## src/skt_pkg.sv

```systemverilog
// skt_pkg: request/result payload types, cell command and flag types,
// operation and status codes for the sorted key table. No dependencies.
`timescale 1ns / 1ps
`default_nettype none

package skt_pkg;

    typedef logic signed [31:0] skt_key_t;
    typedef logic signed [31:0] skt_bal_t;
    typedef logic        [1:0]  skt_op_t;
    typedef logic        [1:0]  skt_status_t;

    localparam skt_op_t OP_LOOKUP = 2'd0;
    localparam skt_op_t OP_INSERT = 2'd1;
    localparam skt_op_t OP_DELETE = 2'd2;

    localparam skt_status_t ST_DONE      = 2'd0;
    localparam skt_status_t ST_MISSING   = 2'd1;
    localparam skt_status_t ST_DUPLICATE = 2'd2;
    localparam skt_status_t ST_FULL      = 2'd3;

    typedef struct packed {
        skt_op_t  operation;
        skt_key_t key;
        skt_bal_t balance_in;
    } skt_req_t;

    typedef struct packed {
        skt_status_t status;
        skt_bal_t    balance_out;
        logic [5:0]  position;
        logic [6:0]  entry_count;
    } skt_rsp_t;

    // broadcast from the controller to every cell
    typedef struct packed {
        logic     compare;   // latch lt/eq flags against key
        logic     insert;    // open a slot at the boundary, load key/balance
        logic     remove;    // close the slot at the boundary
        skt_key_t key;
        skt_bal_t balance;
    } skt_cmd_t;

    // per-cell compare flags
    typedef struct packed {
        logic live;  // cell index below entry count
        logic lt;    // live and stored key below request key
        logic eq;    // stored key equals request key
    } skt_flags_t;

endpackage

`default_nettype wire

```

## src/skt_cell.sv

```systemverilog
// skt_cell: one table slot. Holds a key and balance, latches compare flags,
// shifts from either neighbor on insert/delete. Depends on skt_pkg.
`timescale 1ns / 1ps
`default_nettype none

module skt_cell
    import skt_pkg::*;
#(
    parameter int IDX_W = 6,
    parameter int CNT_W = 7
) (
    input  wire logic             aclk,
    input  wire skt_cmd_t         cmd,
    input  wire logic [IDX_W-1:0] cell_index,
    input  wire logic [CNT_W-1:0] count,
    input  wire logic             prev_lt,
    input  wire skt_key_t         prev_key,
    input  wire skt_bal_t         prev_bal,
    input  wire skt_key_t         next_key,
    input  wire skt_bal_t         next_bal,
    output skt_key_t              key_o,
    output skt_bal_t              bal_o,
    output skt_flags_t            flags_o,
    output logic                  sel_o
);

    skt_key_t   key_reg, key_next;
    skt_bal_t   bal_reg, bal_next;
    skt_flags_t flags_reg, flags_next;
    logic       live;

    // boundary cell: first one whose key is not below the request key
    assign sel_o = !flags_reg.lt && prev_lt;
    assign live  = CNT_W'(cell_index) < count;

    always_comb begin
        flags_next = flags_reg;
        if (cmd.compare) begin
            flags_next.live = live;
            flags_next.lt   = live && (key_reg < cmd.key);
            flags_next.eq   = (key_reg == cmd.key);
        end
    end

    always_comb begin
        key_next = key_reg;
        bal_next = bal_reg;
        if (cmd.insert) begin
            if (sel_o) begin
                key_next = cmd.key;
                bal_next = cmd.balance;
            end else if (!prev_lt) begin
                key_next = prev_key;
                bal_next = prev_bal;
            end
        end else if (cmd.remove) begin
            if (!flags_reg.lt) begin
                key_next = next_key;
                bal_next = next_bal;
            end
        end
    end

    always_ff @(posedge aclk) begin
        key_reg   <= key_next;
        bal_reg   <= bal_next;
        flags_reg <= flags_next;
    end

    assign key_o   = key_reg;
    assign bal_o   = bal_reg;
    assign flags_o = flags_reg;

endmodule

`default_nettype wire

```

## config.mk

```make
export PLATFORM = sky130hd
export DESIGN_NAME = skt_cell
export DESIGN_NICKNAME = d
export VERILOG_FILES = /design/src/skt_pkg.sv /design/src/skt_cell.sv
export SDC_FILE = /design/constraint.sdc
export NUM_CORES = 1
export LEC_CHECK = 0
export BUFFER_PORTS_ARGS = -buffer_cell sky130_fd_sc_hd__buf_2
export CAP_MARGIN = 30
export CORE_MARGIN = 8
export CORE_UTILIZATION = 47
export CTS_BUF_LIST = sky130_fd_sc_hd__clkbuf_2 sky130_fd_sc_hd__clkbuf_4 sky130_fd_sc_hd__clkbuf_8
export CTS_CLUSTER_DIAMETER = 40
export CTS_CLUSTER_SIZE = 12
export DETAILED_ROUTE_END_ITERATION = 8
export PLACE_DENSITY_LB_ADDON = 0.3
export SLEW_MARGIN = 20
export SYNTH_ARGS = -nofsm -noshare
export SYNTH_HDL_FRONTEND = slang
export SYNTH_SLANG_ARGS = --single-unit
```

## constraint.sdc

```tcl
create_clock -name aclk -period 13.1 [get_ports aclk]
set_input_delay 1.965 -clock aclk [delete_from_list [all_inputs] [get_ports aclk]]
set_output_delay 1.965 -clock aclk [all_outputs]
set_load 0.02 [all_outputs]
```

[Word-level counts from Yosys, hierarchy flattened]
Index checks and enable logic that the tools add are counted.
W data, S select, Z words.
Storage, ports and cells
  register bits after elaboration: 67
  output and inout bits: 68
  RAM bits: 0
  latch bits: 0
  memories kept: 0
  ROM bits: 0
Cells by class
  divide/modulo/power cells: 0
  order comparisons: 2
  mux-type cells: 10
  reductions and logical operators: 5
  $add $sub $neg: 0
  equal/unequal tests: 3
  bitwise gates (word level): 0
  shifts and indexed selects: 0
  multiply operators: 0
Operators by type and width (number)
  $mux W32: 10
  $eq A32 B32 Y1: 1
  $lt A32 B32 Y1: 1
  $lt A6 B7 Y1: 1
  $ne A3 B2 Y1 const B: 1
  $reduce_and A3 Y1: 1
  $logic_and A1 B1 Y1: 2
  $ne A2 B2 Y1 const B: 1
  $reduce_bool A2 Y1: 1
  $logic_not A1 Y1: 1

[Longest topological paths before layout]
  depth after elaboration: 4
  gate-level depth with buffers: 8

[Worst setup path before layout]
OpenSTA, ideal clock, no wires.
  kind: input port to flip-flop
  from: input port cmd[65] (netlist bit)
  to: register bal_reg[0], in the netlist bal_o[0] (enable)
  library setup time: 0.509 ns
  buffers on the path: 1
  cell stages on the path: 3
  arrival: 5.467 ns
  path slack: 7.124 ns
  cells stage by stage: clkbuf_1 nor2_1 o22ai_1
On the way
  word-level cells in the longest chain between the ends: 2
  elaborated cells on any way between the ends: 4
  those cells by class: 2 x eq/ne; 2 x reduce/logical
Ends and longest elaborated chain
  from (decl): line skt_cell.sv:13  | input wire skt_cmd_t cmd,
  $ne A3 B2 Y1 (no source line) (tied with other cells)
  $reduce_and A3 Y1 (no source line) *
  to (signal assigned): line skt_cell.sv:66  | bal_reg <= bal_next;
  to (decl): line skt_cell.sv:28  | skt_bal_t bal_reg, bal_next;
Every way passes the cells marked *; elsewhere a longest branch is shown, timed or not.
A chain may end at the register's enable or synchronous reset.

[Worst setup path in the final report]
  from: input port prev_lt
  to: output port sel_o
On the way
  word-level cells in the longest chain between the ends: 1
Ends and longest elaborated chain
  from (decl): line skt_cell.sv:16  | input wire logic prev_lt,
  $logic_and A1 B1 Y1: line skt_cell.sv:33  | assign sel_o = !flags_reg.lt && prev_lt;
  to (decl): line skt_cell.sv:24  | output logic sel_o
Every way passes these cells.

==> reports/results.ini <==
[status]
status=finished, final reports clean

[detailed_routing]
wirelength_um=13690
drtPass1Iterations=4
vias_per_cell=5.087
drc=0
drtIter0Drc=201
final_antenna_net_count=0
num_vias=4100
avgRoutedWirePerCell_um=16.98

[logic_synthesis]
yosysWarnings=0
synth_cell_types=26
synthCells=419
synth-seq-cells=67
netlist_area_sq_um=4274
yosysSeqAreaShare_pct=47.07
syn-num-nets=666
avgSynthCellArea_sq_um=10.20

[final_layout]
diodes=0
n_fill_cell=783
area_growth_pct=39.14
post-route-util_pct=65.92
final_layout_size_suffix_gt1_share_pct=43.02
fin_area_sq_um=5947
finalNetCount=937
final_cells=806
seq_area_sq_um=2012
multi_input_area_sq_um=2049

[power_and_ir_drop]
total_power_mw=0.6424
p_per_area_nw_per_um2=108.0
ir_worst_vdd_uv=92.17
total_leakage_power_nw=2.935

[global_route]
overflow=0
grt_max_degree=87
grtUsageTotal_pct=21.49
grt_pass1_vias=4494
grt_first_pass_wirelength_um=21600
grt_antenna_before_repair=0

[floorplan]
die-width_um=111.4
die_h_um=111.4
pin_count=278
core_sq_um=9021
start_util_pct=47.38
core.rowCount=35
dieArea_sq_um=12400

[sta]
whs_ns=0.7925
fin_skew_ns=0.01029
hold_viol=0
post-route-period-util_pct=33.23
rsz0062_at_grt=false
layout_setup_ws_ns=8.747
tightest_slew_ns=0.8439
timing.setup.tns_ns=0
slew_headroom_pct=43.74
max_freq_mhz=229.7
min_period_ns=4.353
setup_violations=0
maxSlewViolCount=0

[clock_network]
clk_latency_ns=0.35
hold_buffers=0
numClockSinks=67
cts_root_buffer=clkbuf_8
cts_buffer_depth=2
cts_made_buffers=9
clkSlewWorstSetupHoldPaths_ns=0.07
h-tree-depth=3
cts_tree=built
cts_resized=0
cts_post_setup_buffers_inserted=0

[critical_path]
crit_path_frequent_cell=buf_2
crit_path_max_fanout=2
cp.arrival_ns=2.39
critPathTopFamily=buffers and inverters
crit_chain=buf_2 -> nor2b_4 -> buf_2
worstSetupPathType=primary input to primary output
cpPeakStageDelay_ns=0.17
slowest_stage=buf_2
required_ns=11.14
critPathLaunchType=primary input
cp.buffers_inverters=2
endpoint_kind=primary output

[run]
drv_cap=0

[place]
dp_hpwl_um=11360
place_congestion=0.8130
pre_cts_ws_ns=8.744
placed_cell_area_sq_um=5766
dp_cells=790
port_buffers=277

[min_path]
hold_class=register to register

==> synth_stat cells <==
cell type / count / area share [%]
nor2b_1: 4 / 0.59
a21o_1: 7 / 1.2
o31a_1: 1 / 0.20
nor4_1: 1 / 0.15
a221oi_1: 1 / 0.20
edfxtp_1: 67 / 47
inv_1: 39 / 3.4
nand3_1: 4 / 0.47
nand2b_1: 1 / 0.15
mux2i_1: 64 / 15
o22ai_1: 1 / 0.15
clkbuf_1: 14 / 1.2
buf_2: 7 / 0.82
or3_1: 1 / 0.15
ha_1: 37 / 11
o41a_1: 1 / 0.26
nand4_1: 5 / 0.73
o21ai_0: 3 / 0.35
o211ai_1: 1 / 0.18
nand2_1: 8 / 0.70
a21boi_0: 1 / 0.18
a211oi_1: 2 / 0.35
and4_1: 2 / 0.41
nor3_1: 2 / 0.23
nor2_1: 69 / 6.1
a21oi_1: 76 / 8.9
==> cell usage in the layout (no fill, tap or decap) <==
cell        netlist  layout
buf_2             7     276
a21oi_1          76      76
nor2_1           69      69
edfxtp_1         67      67
mux2i_1          64      64
inv_1            39      39
ha_1             37      37
clkbuf_8          0       9
nand2_1           8       8
a21o_1            7       7
nand4_1           5       5
buf_4             0       5
nand3_1           4       4
nor2b_1           4       3
o21ai_0           3       3
and4_1            2       2
nor3_1            2       2
a211oi_1          2       2
clkinvlp_4        0       2
clkinv_4          0       2
inv_6             0       2
nor2b_4           0       1
or3_1             1       1
o22ai_4           0       1
nand2b_1          1       1
o211ai_1          1       1
a21boi_0          1       1
o41a_1            1       1
a221oi_1          1       1
nor4_1            1       1
o31a_1            1       1
clkbuf_4          0       1
==> cell families (layout without fill, tap and decap cells) <==
kind of cell	count (synthesis)	count (layout)	synth area share [%]
compound gates	94	94	12.00
simple gates	97	97	9.632
fa+ha+maj	37	37	10.83
buf+inv	60	336	5.474
mux	64	64	14.99
flops	67	67	47.07
==> per-layer routing <==
layer / part of all wire (%) / global-route usage (%) / vias up / wire length, um
li1: - / - / 2059 / -
met4: 2.3 / 7.022 / 0 / 312
met3: 11 / 11.18 / 27 / 1479
met5: 0 / 0 / - / 0
met2: 53 / 39.79 / 177 / 7254
met1: 34 / 19.59 / 1837 / 4643
==> cell type report <==
| cell class | instances | area share, % |
|---|---|---|
| inverter | 39 | 2.462 |
| tap | 111 | 2.335 |
| timing repair buffer | 281 | 23.86 |
| clock buffer | 10 | 2.209 |
| clock inverter | 6 | 0.8416 |
| multi-input combinational | 292 | 34.46 |
| sequential | 67 | 33.83 |
==> state kept, by name, summed over array words and instances (netlist names) <==
name / flops
bal_o: 32
flags_o: 3
key_o: 32
==> worst paths after layout <==
kind,startpoint,depth (start not counted),endpoint,slack (ns)
min,key_o[2],3,flags_o[0],0.79
min reg2reg,key_o[2],3,flags_o[0],0.79
max,prev_lt,3,sel_o,8.75
max reg2reg,flags_o[1],5,key_o[28],10.69
==> worst min-delay path, stage by stage (launching register included) <==
cell      delay (ns)
edfxtp_1        0.35
ha_1            0.14
nand4_1         0.08
nor2_1          0.10
==> where the power goes <==
group | total [mW] | internal (mW) | switching [mW]
clock | 0.159 | 0.0727 | 0.0860
sequential | 0.283 | 0.272 | 0.0110
combinational | 0.200 | 0.0826 | 0.118
Power figures use the tool's default switching activity.
